`src/hw/rtl/lbs_pkg.sv`:
```
`default_nettype none

package lbs_pkg;

  localparam int CHANNELS = 5;
  localparam int KEY_CH   = 4;
  localparam int CH_IDX_W = (CHANNELS > 1) ? $clog2(CHANNELS) : 1;

  // command queue between front and back
  localparam int QDEPTH = 2;
  localparam int QPTR_W = (QDEPTH > 1) ? $clog2(QDEPTH) : 1;
  localparam int QCNT_W = $clog2(QDEPTH + 1);

  // phase lengths in 64 ms ticks
  localparam logic [6:0] TICKS_100MS  = 7'(100 / 64);
  localparam logic [6:0] TICKS_256MS  = 7'(256 / 64);
  localparam logic [6:0] TICKS_500MS  = 7'(500 / 64);
  localparam logic [6:0] TICKS_1000MS = 7'(1000 / 64);
  localparam logic [6:0] TICKS_2000MS = 7'(2000 / 64);
  localparam logic [6:0] TICKS_3000MS = 7'(3000 / 64);
  localparam logic [6:0] TICKS_5000MS = 7'(5000 / 64);
  localparam logic [6:0] TICKS_6000MS = 7'(6000 / 64);

  localparam logic [7:0]  REPEAT_FOREVER = 8'hFF;
  localparam logic [15:0] LED_ALL_ON     = 16'hFFFF;
  localparam logic [15:0] LED_ALL_OFF    = 16'h0000;

  typedef enum logic [1:0] {
    OP_START = 2'd0,
    OP_TICK  = 2'd1,
    OP_QUERY = 2'd2
  } op_e;

  typedef enum logic [1:0] {
    KIND_LED   = 2'd0,
    KIND_START = 2'd1,
    KIND_QUERY = 2'd2
  } kind_e;

  typedef enum logic {
    BK_IDLE,
    BK_SCAN
  } back_state_e;

  typedef struct packed {
    logic [1:0]  operation;
    logic [2:0]  channel;
    logic [15:0] pattern;
    logic [3:0]  mode;
    logic [7:0]  repeats;
  } in_item_t;

  typedef struct packed {
    logic [1:0]  kind;
    logic [15:0] led_word;
    logic        accepted;
    logic        busy_res;
    logic        last;
  } out_item_t;

  typedef struct packed {
    op_e                 op;
    logic                ok;
    logic [CH_IDX_W-1:0] ch;
    logic [15:0]         pattern;
    logic [2:0]          mode_idx;
    logic [7:0]          repeats;
  } cmd_t;

  function automatic logic [6:0] on_ticks(input logic [2:0] idx);
    logic [6:0] t;
    case (idx)
      3'd0:    t = TICKS_1000MS;
      3'd1:    t = TICKS_256MS;
      3'd2:    t = TICKS_500MS;
      3'd3:    t = TICKS_3000MS;
      3'd4:    t = TICKS_5000MS;
      3'd5:    t = TICKS_1000MS;
      3'd6:    t = TICKS_2000MS;
      default: t = TICKS_500MS;
    endcase
    return t;
  endfunction

  function automatic logic [6:0] off_ticks(input logic [2:0] idx);
    logic [6:0] t;
    case (idx)
      3'd0:    t = TICKS_1000MS;
      3'd1:    t = TICKS_6000MS;
      3'd2:    t = TICKS_500MS;
      3'd3:    t = TICKS_100MS;
      3'd4:    t = TICKS_100MS;
      3'd5:    t = TICKS_1000MS;
      3'd6:    t = TICKS_2000MS;
      default: t = TICKS_500MS;
    endcase
    return t;
  endfunction

  function automatic logic [15:0] fixed_on(input logic [1:0] ch);
    logic [15:0] w;
    case (ch)
      2'd0:    w = 16'h04F1;
      2'd1:    w = 16'h011F;
      2'd2:    w = 16'h0400 | 16'h8000 | 16'h0200;
      default: w = 16'h2B54;
    endcase
    return w;
  endfunction

endpackage

`default_nettype wire

```
`src/hw/rtl/led_blink_sequencer.sv`:
```
`default_nettype none

// LED blink sequencer. Commands (start, tick, query) are taken on the input
// channel into a two-entry command queue and carried out in order; results
// leave through a registered output stage, so a new command can be taken
// while a result waits. A start or a query waits for a free output stage
// and then yields one registered beat. A tick leaves the queue and then
// walks the channels one per cycle, holding on a channel only while its
// LED beat waits on a stalled output; the tick keeps the executing stage
// until the walk is done. Ticks with no LED activity produce no beat; the
// last beat of each command carries last.
// Unknown operations are taken and dropped.
module led_blink_sequencer (
  input  wire logic               clk_i,
  input  wire logic               rst_ni,
  input  wire logic               in_valid_i,
  output logic                    in_stall_o,
  input  wire lbs_pkg::in_item_t  in_data_i,
  output logic                    out_valid_o,
  input  wire logic               out_stall_i,
  output lbs_pkg::out_item_t      out_data_o
);
  import lbs_pkg::*;

  logic push;
  cmd_t push_cmd;
  logic fifo_full;
  logic fifo_empty;
  logic pop;
  cmd_t head_cmd;

  lbs_front u_front (
    .in_valid_i  (in_valid_i),
    .in_stall_o  (in_stall_o),
    .in_data_i   (in_data_i),
    .fifo_full_i (fifo_full),
    .push_o      (push),
    .cmd_o       (push_cmd)
  );

  lbs_cmd_fifo u_fifo (
    .clk_i       (clk_i),
    .rst_ni      (rst_ni),
    .push_i      (push),
    .push_data_i (push_cmd),
    .full_o      (fifo_full),
    .pop_i       (pop),
    .empty_o     (fifo_empty),
    .pop_data_o  (head_cmd)
  );

  lbs_back u_back (
    .clk_i        (clk_i),
    .rst_ni       (rst_ni),
    .fifo_empty_i (fifo_empty),
    .cmd_i        (head_cmd),
    .pop_o        (pop),
    .out_valid_o  (out_valid_o),
    .out_stall_i  (out_stall_i),
    .out_data_o   (out_data_o)
  );

endmodule

`default_nettype wire

```
`src/hw/rtl/lbs_front.sv`:
```
`default_nettype none

module lbs_front (
  input  wire logic            in_valid_i,
  output logic                 in_stall_o,
  input  wire lbs_pkg::in_item_t in_data_i,
  input  wire logic            fifo_full_i,
  output logic                 push_o,
  output lbs_pkg::cmd_t        cmd_o
);
  import lbs_pkg::*;

  logic known_op;
  logic ch_ok;
  logic mode_ok;

  assign in_stall_o = fifo_full_i;

  assign known_op = (in_data_i.operation == OP_START) ||
                    (in_data_i.operation == OP_TICK) ||
                    (in_data_i.operation == OP_QUERY);

  // unknown operations are taken and dropped here
  assign push_o = in_valid_i && !fifo_full_i && known_op;

  assign ch_ok   = (int'(in_data_i.channel) < CHANNELS);
  assign mode_ok = (in_data_i.mode >= 4'd1) && (in_data_i.mode <= 4'd8);

  always_comb begin
    cmd_o          = '0;
    cmd_o.op       = op_e'(in_data_i.operation);
    cmd_o.ok       = ch_ok && mode_ok;
    cmd_o.ch       = CH_IDX_W'(in_data_i.channel);
    cmd_o.pattern  = in_data_i.pattern;
    cmd_o.mode_idx = 3'(in_data_i.mode - 4'd1);
    cmd_o.repeats  = in_data_i.repeats;
  end

endmodule

`default_nettype wire

```
`src/hw/rtl/lbs_cmd_fifo.sv`:
```
`default_nettype none

module lbs_cmd_fifo (
  input  wire logic          clk_i,
  input  wire logic          rst_ni,
  input  wire logic          push_i,
  input  wire lbs_pkg::cmd_t push_data_i,
  output logic               full_o,
  input  wire logic          pop_i,
  output logic               empty_o,
  output lbs_pkg::cmd_t      pop_data_o
);
  import lbs_pkg::*;

  cmd_t              entry_q [QDEPTH];
  logic [QPTR_W-1:0] wr_ptr_q, wr_ptr_d;
  logic [QPTR_W-1:0] rd_ptr_q, rd_ptr_d;
  logic [QCNT_W-1:0] count_q, count_d;
  logic              do_push;
  logic              do_pop;

  assign full_o     = (count_q == QCNT_W'(QDEPTH));
  assign empty_o    = (count_q == '0);
  assign pop_data_o = entry_q[rd_ptr_q];
  assign do_push    = push_i && !full_o;
  assign do_pop     = pop_i && !empty_o;

  always_comb begin
    wr_ptr_d = wr_ptr_q;
    rd_ptr_d = rd_ptr_q;
    count_d  = count_q;
    if (do_push) begin
      wr_ptr_d = (wr_ptr_q == QPTR_W'(QDEPTH - 1)) ? '0 : wr_ptr_q + 1'b1;
    end
    if (do_pop) begin
      rd_ptr_d = (rd_ptr_q == QPTR_W'(QDEPTH - 1)) ? '0 : rd_ptr_q + 1'b1;
    end
    if (do_push && !do_pop) begin
      count_d = count_q + 1'b1;
    end else if (do_pop && !do_push) begin
      count_d = count_q - 1'b1;
    end
  end

  always_ff @(posedge clk_i or negedge rst_ni) begin
    if (!rst_ni) begin
      wr_ptr_q <= '0;
      rd_ptr_q <= '0;
      count_q  <= '0;
    end else begin
      wr_ptr_q <= wr_ptr_d;
      rd_ptr_q <= rd_ptr_d;
      count_q  <= count_d;
    end
  end

  always_ff @(posedge clk_i) begin
    if (do_push) begin
      entry_q[wr_ptr_q] <= push_data_i;
    end
  end

`ifndef NO_ASSERTIONS
  a_count_bound: assert property (@(posedge clk_i) disable iff (!rst_ni)
    count_q <= QCNT_W'(QDEPTH))
    else $error("command queue count out of range");

  a_no_pop_empty: assert property (@(posedge clk_i) disable iff (!rst_ni)
    pop_i |-> !empty_o)
    else $error("pop from empty command queue");
`endif

endmodule

`default_nettype wire

```
`src/hw/rtl/lbs_back.sv`:
```
`default_nettype none

module lbs_back (
  input  wire logic          clk_i,
  input  wire logic          rst_ni,
  input  wire logic          fifo_empty_i,
  input  wire lbs_pkg::cmd_t cmd_i,
  output logic               pop_o,
  output logic               out_valid_o,
  input  wire logic          out_stall_i,
  output lbs_pkg::out_item_t out_data_o
);
  import lbs_pkg::*;

  back_state_e         state_q, state_d;
  logic [CH_IDX_W-1:0] scan_q, scan_d;

  logic [6:0]  timer_q   [CHANNELS];
  logic [6:0]  timer_d   [CHANNELS];
  logic        lit_q     [CHANNELS];
  logic        lit_d     [CHANNELS];
  logic [7:0]  rep_q     [CHANNELS];
  logic [7:0]  rep_d     [CHANNELS];
  logic [2:0]  mode_q    [CHANNELS];
  logic [2:0]  mode_d    [CHANNELS];
  logic [15:0] pattern_q [CHANNELS];
  logic [15:0] pattern_d [CHANNELS];

  logic              out_valid_q;
  out_item_t         out_data_q;
  out_item_t         out_item;
  logic              out_load;
  logic              out_free;

  logic [CHANNELS-1:0] emits_v;
  logic [CHANNELS-1:0] later_v;
  logic [CHANNELS-1:0] busy_v;

  logic [2:0]  idx3;
  logic        is_fixed;
  logic        is_key;
  logic [6:0]  cur_t;
  logic [6:0]  cur_tn;
  logic        cur_lit;
  logic [7:0]  cur_rep;
  logic [7:0]  rep_n;
  logic [2:0]  cur_mode;
  logic [15:0] cur_pat;
  logic        emit_cur;
  logic [15:0] emit_word;

  assign out_free = !out_valid_q || !out_stall_i;

  // per-channel lookahead: channels do not affect each other within a tick
  always_comb begin
    for (int j = 0; j < CHANNELS; j++) begin
      emits_v[j] = (timer_q[j] == 7'd1) && (rep_q[j] != '0) &&
                   ((j < KEY_CH) ||
                    ((j == KEY_CH) && (!lit_q[j] || (rep_q[j] > 8'd1))));
      later_v[j] = (CH_IDX_W'(j) > scan_q);
      busy_v[j]  = (timer_q[j] != '0) || (rep_q[j] != '0);
    end
  end

  assign idx3     = 3'(scan_q);
  assign is_fixed = (int'(idx3) < KEY_CH);
  assign is_key   = (int'(idx3) == KEY_CH);
  assign cur_t    = timer_q[scan_q];
  assign cur_tn   = cur_t - 7'd1;
  assign cur_lit  = lit_q[scan_q];
  assign cur_rep  = rep_q[scan_q];
  assign cur_mode = mode_q[scan_q];
  assign cur_pat  = pattern_q[scan_q];
  assign emit_cur = emits_v[scan_q];
  assign rep_n    = (cur_rep != REPEAT_FOREVER) ? cur_rep - 8'd1 : cur_rep;

  always_comb begin
    if (!cur_lit) begin
      if (is_fixed) begin
        emit_word = fixed_on(idx3[1:0]);
      end else begin
        emit_word = (cur_rep < 8'd2) ? LED_ALL_OFF : cur_pat;
      end
    end else begin
      emit_word = is_fixed ? LED_ALL_OFF : LED_ALL_ON;
    end
  end

  always_comb begin
    state_d   = state_q;
    scan_d    = scan_q;
    pop_o     = 1'b0;
    out_load  = 1'b0;
    out_item  = '0;
    timer_d   = timer_q;
    lit_d     = lit_q;
    rep_d     = rep_q;
    mode_d    = mode_q;
    pattern_d = pattern_q;

    case (state_q)
      BK_IDLE: begin
        if (!fifo_empty_i) begin
          case (cmd_i.op)
            OP_TICK: begin
              pop_o   = 1'b1;
              scan_d  = '0;
              state_d = BK_SCAN;
            end
            OP_START: begin
              if (out_free) begin
                pop_o = 1'b1;
                for (int j = 0; j < CHANNELS; j++) begin
                  timer_d[j]   = '0;
                  lit_d[j]     = 1'b0;
                  rep_d[j]     = '0;
                  mode_d[j]    = '0;
                  pattern_d[j] = '0;
                end
                if (cmd_i.ok) begin
                  timer_d[cmd_i.ch]   = 7'd1;
                  rep_d[cmd_i.ch]     = cmd_i.repeats;
                  mode_d[cmd_i.ch]    = cmd_i.mode_idx;
                  pattern_d[cmd_i.ch] = cmd_i.pattern;
                end
                out_load          = 1'b1;
                out_item.kind     = KIND_START;
                out_item.accepted = cmd_i.ok;
                out_item.last     = 1'b1;
              end
            end
            OP_QUERY: begin
              if (out_free) begin
                pop_o             = 1'b1;
                out_load          = 1'b1;
                out_item.kind     = KIND_QUERY;
                out_item.busy_res = |busy_v;
                out_item.last     = 1'b1;
              end
            end
            default: pop_o = 1'b1;
          endcase
        end
      end
      BK_SCAN: begin
        // one channel per cycle; wait only when this channel has a beat to send and the output is stalled
        if (!emit_cur || out_free) begin
          if (cur_t != '0) begin
            timer_d[scan_q] = cur_tn;
            if ((cur_tn == '0) && (cur_rep != '0)) begin
              if (!cur_lit) begin
                lit_d[scan_q]   = 1'b1;
                timer_d[scan_q] = on_ticks(cur_mode);
                if (is_key && (cur_rep < 8'd2)) begin
                  pattern_d[scan_q] = LED_ALL_OFF;
                end
              end else begin
                lit_d[scan_q] = 1'b0;
                if (is_key && (cur_rep > 8'd1)) begin
                  pattern_d[scan_q] = LED_ALL_ON;
                end
                rep_d[scan_q]   = rep_n;
                timer_d[scan_q] = (rep_n != '0) ? off_ticks(cur_mode) : '0;
              end
            end
          end
          if (emit_cur) begin
            out_load          = 1'b1;
            out_item.kind     = KIND_LED;
            out_item.led_word = emit_word;
            out_item.last     = ~|(emits_v & later_v);
          end
          if (scan_q == CH_IDX_W'(CHANNELS - 1)) begin
            state_d = BK_IDLE;
          end else begin
            scan_d = scan_q + 1'b1;
          end
        end
      end
      default: state_d = BK_IDLE;
    endcase
  end

  always_ff @(posedge clk_i or negedge rst_ni) begin
    if (!rst_ni) begin
      state_q <= BK_IDLE;
      scan_q  <= '0;
    end else begin
      state_q <= state_d;
      scan_q  <= scan_d;
    end
  end

  always_ff @(posedge clk_i or negedge rst_ni) begin
    if (!rst_ni) begin
      for (int j = 0; j < CHANNELS; j++) begin
        timer_q[j]   <= '0;
        lit_q[j]     <= 1'b0;
        rep_q[j]     <= '0;
        mode_q[j]    <= '0;
        pattern_q[j] <= '0;
      end
    end else begin
      timer_q   <= timer_d;
      lit_q     <= lit_d;
      rep_q     <= rep_d;
      mode_q    <= mode_d;
      pattern_q <= pattern_d;
    end
  end

  always_ff @(posedge clk_i or negedge rst_ni) begin
    if (!rst_ni) begin
      out_valid_q <= 1'b0;
    end else if (out_load) begin
      out_valid_q <= 1'b1;
    end else if (!out_stall_i) begin
      out_valid_q <= 1'b0;
    end
  end

  always_ff @(posedge clk_i) begin
    if (out_load) begin
      out_data_q <= out_item;
    end
  end

  assign out_valid_o = out_valid_q;
  assign out_data_o  = out_data_q;

`ifndef NO_ASSERTIONS
  a_scan_range: assert property (@(posedge clk_i) disable iff (!rst_ni)
    (state_q == BK_SCAN) |-> (scan_q <= CH_IDX_W'(CHANNELS - 1)))
    else $error("channel scan index out of range");

  a_single_armed: assert property (@(posedge clk_i) disable iff (!rst_ni)
    $countones(busy_v) <= 1)
    else $error("more than one channel armed");

  a_status_last: assert property (@(posedge clk_i) disable iff (!rst_ni)
    (out_valid_q && (out_data_q.kind != KIND_LED)) |-> out_data_q.last)
    else $error("status beat not marked last");
`endif

endmodule

`default_nettype wire
```
`config.mk`:
```
export PLATFORM = sky130hd
export DESIGN_NAME = led_blink_sequencer
export DESIGN_NICKNAME = d
export VERILOG_FILES = /design/src/hw/rtl/lbs_pkg.sv /design/src/hw/rtl/led_blink_sequencer.sv /design/src/hw/rtl/lbs_front.sv /design/src/hw/rtl/lbs_cmd_fifo.sv /design/src/hw/rtl/lbs_back.sv
export SDC_FILE = /design/constraint.sdc
export NUM_CORES = 1
export LEC_CHECK = 0
export BUFFER_PORTS_ARGS = -buffer_cell sky130_fd_sc_hd__buf_4
export CORE_UTILIZATION = 45
export CTS_CLUSTER_DIAMETER = 100
export DETAILED_ROUTE_END_ITERATION = 10
export PLACE_DENSITY = 0.68
export SLEW_MARGIN = 20
export SYNTH_ARGS = -nofsm -noshare
export SYNTH_HDL_FRONTEND = slang
export SYNTH_HIERARCHICAL = 1
export SYNTH_SLANG_ARGS = --single-unit
```
`constraint.sdc`:
```
create_clock -name clk_i -period 9.2 [get_ports clk_i]
set_clock_uncertainty 0.1 [all_clocks]
set_input_delay 2.76 -clock clk_i [delete_from_list [all_inputs] [get_ports clk_i]]
set_output_delay 2.76 -clock clk_i [all_outputs]
set_load 0.02 [all_outputs]
```
==> flow_metrics.py <==
metrics = {
    "synth": {
        "syn_nets": 1168,
        "ys_warn_count": 6,
        "synth_edf_count": 87,
        "syn_avg_cell_area_um2": 10.77,
        "synth_top_cell_by_area": "dfrtp_1",
        "yosysTopAreaCellShare_pct": 26.46,
        "synth_cell_type_count": 81,
        "ys_async_sr_fraction_pct": 59.35,
        "synth.area.top_cells": "dfrtp_1, edfxtp_1, mux2_4",
        "ys_ff_latch": 214,
        "synth_ff_type": "dfrtp_1",
        "synth_cells": 1115,
        "synth_sequential_area_ratio_pct": 48.20,
        "synth_area_mm2": 0.01201,
    },
    "place": {
        "portBuffers": 59,
        "routabilityCongestion": 0.9948,
        "hpwl_um": 23410,
        "placed_area_mm2": 0.01231,
    },
    "clock_tree": {
        "cts_tree": "yes",
        "ctsHoldBuffers": 0,
        "clk_pin_slew_ps": 60,
        "post_cts_buffers": 0,
        "clk_latency_ps": 550,
        "clock-sinks": 214,
        "ctsResizeCount": 0,
        "cts_buffer_depth": 3,
        "htree_num_levels": 1,
        "cts_buffers": 24,
        "cts-root-buf": "clkbuf_16",
    },
    "global_routing": {
        "grt_usage_pct": 24.59,
        "overflow": 0,
        "antenna_found_initial": 0,
        "grt_pass1_wl_um": 50760,
        "grt_pass1_vias": 8530,
        "grt_max_degree": 78,
    },
    "critical_path": {
        "cp_max_fo": 53,
        "end_kind": "flip-flop",
        "cp.required_ps": 9530,
        "crit_type": "reg -> reg",
        "cp.arrival_ps": 5940,
        "crit_path_start_kind": "flip-flop",
    },
    "die": {
        "start_util_pct": 45.97,
        "std_cell_rows": 59,
        "die_area_mm2": 0.02735,
        "core_mm2": 0.02613,
        "io_pins": 60,
        "die_h_um": 165.4,
        "die_w_um": 165.4,
    },
    "timing": {
        "finalSetupViolations": 0,
        "min_period_ps": 5611,
        "rsz0062_at_grt": "false",
        "holdWs_ps": 368.1,
        "max_freq_ghz": 0.1782,
        "finalSetupTns_ps": 0,
        "final.period_utilization_pct": 60.99,
        "hold_viol_final": 0,
        "max_slew_margin_pct": 25.25,
        "finalMaxSlewViolations": 0,
        "worst_slew_pin_slew_ps": 1109,
    },
    "route": {
        "num_vias": 9165,
        "drt-wirelength-per-cell_um": 22.71,
        "vias_per_cell": 6.265,
        "routed_wl_um": 33220,
        "drc": 0,
        "ant_nets": 0,
        "drt-initial-drc-count": 1080,
        "drtPass1Iterations": 7,
    },
    "cells_and_area": {
        "fin_nets": 1163,
        "nFillCells": 2337,
        "final_common_cell": "nand2_1",
        "n_antenna_cell": 0,
        "syn_to_final_growth_pct": 9.458,
        "design_area_mm2": 0.01315,
        "drive_above_1_share_pct": 21.10,
        "final_cell_mix": "nand2_1, dfrtp_1, edfxtp_1",
        "seqCellArea_mm2": 0.005793,
        "multi_input_area_mm2": 0.005489,
    },
    "status": {
        "status": "finished, final reports clean",
    },
    "power_and_ir_drop": {
        "leakagePower_nw": 5.577,
        "pwr_density_cell_mw_per_mm2": 403.9,
        "vdd_drop_max_v": 0.0002373,
    },
    "flow_run": {
        "max-cap-violations": 0,
    },
    "worst_hold_path": {
        "hold_class": "reg -> reg",
    },
}
[cell type report]
class / count / share of cell area [%]
inverters: 23 / 0.6566
multi-input cells: 776 / 41.75
clock buffers: 35 / 5.424
well taps: 335 / 3.188
clock inverters: 9 / 0.7232
flip-flops and latches: 214 / 44.06
repair buffers: 71 / 4.206
[path summary, 6_finish.rpt]
path	slack, ps	startpoint	endpoint	depth (start not counted)
min reg2reg	370	u_back/mode_q[10]$_DFFE_PN0P_	u_back/mode_q[10]$_DFFE_PN0P_	2
max reg2reg	3590	u_back/idx3[0]$_DFFE_PN0P_	flip-flop	11
min in group asynchronous	2180	rst_ni	u_back/timer_q[5]$_DFFE_PN0P_	1
max in group asynchronous	5700	rst_ni	u_fifo/rd_ptr_q$_DFFE_PN0P_	3
max	3590	u_back/idx3[0]$_DFFE_PN0P_	flip-flop	11
min	370	u_back/mode_q[10]$_DFFE_PN0P_	u_back/mode_q[10]$_DFFE_PN0P_	2
[synth_stat cells, types with 15 or more instances]
cell,number
a21oi_1,51
a22o_1,40
a22oi_1,24
a31oi_1,15
buf_4,34
clkbuf_1,42
dfrtp_1,127
edfxtp_1,87
ha_1,16
inv_1,21
mux2_2,54
mux2_4,41
nand2_1,150
nand3_1,36
nor2_1,55
o21ai_0,54
o31ai_1,25
[layer usage]
layer	vias to the layer above	part of all wire [%]	routed length (um)	track usage, %
met5	-	0	0	0
met2	522	44	14530	36.08
met1	4461	43	14190	35.66
li1	4084	-	-	-
met4	0	4.1	1349	9.091
met3	98	9.5	3152	5.070
[power breakdown]
group | internal (mW) | leakage [nW] | switching (mW)
clock | 0.568 | 0.394 | 0.399
sequential | 1.33 | 2.52 | 0.276
combinational | 0.962 | 2.66 | 1.78
total | 2.86 | 5.58 | 2.46
[worst max-delay path: stages, from the launching register on]
cell       delay, ps
dfrtp_2          330
buf_4            560
clkinv_1         490
nor3_2           700
a222oi_1         400
ha_1             350
nand3_1          130
o311a_1          200
and4bb_1         850
o2111ai_2        300
a21oi_4          640
mux2_2           410
[cells by family after synthesis]
kind of cell,synth area share (%)
flops,48.20
mux,11.93
buf+inv,6.176
xor+xnor,1.312
simple gates,14.25
fa+ha+maj,1.666
compound gates,16.47
[through the flow]
stage | power, mW | utilization, % | cells | setup WS (ps)
final | 5.311 | 50.32 | 1463 | 3589
after global routing | 5.565 | 50.32 | 1463 | 3254
after CTS | 5.235 | 50.21 | 1462 | 3690
after detailed placement | 4.254 | 47.12 | 1418 | 3350
after global placement | 4.233 | 47.09 | 1418 | 3434
after floorplan | 3.497 | - | 1115 | 4122
Note: power is estimated with default switching activity, not from simulation.
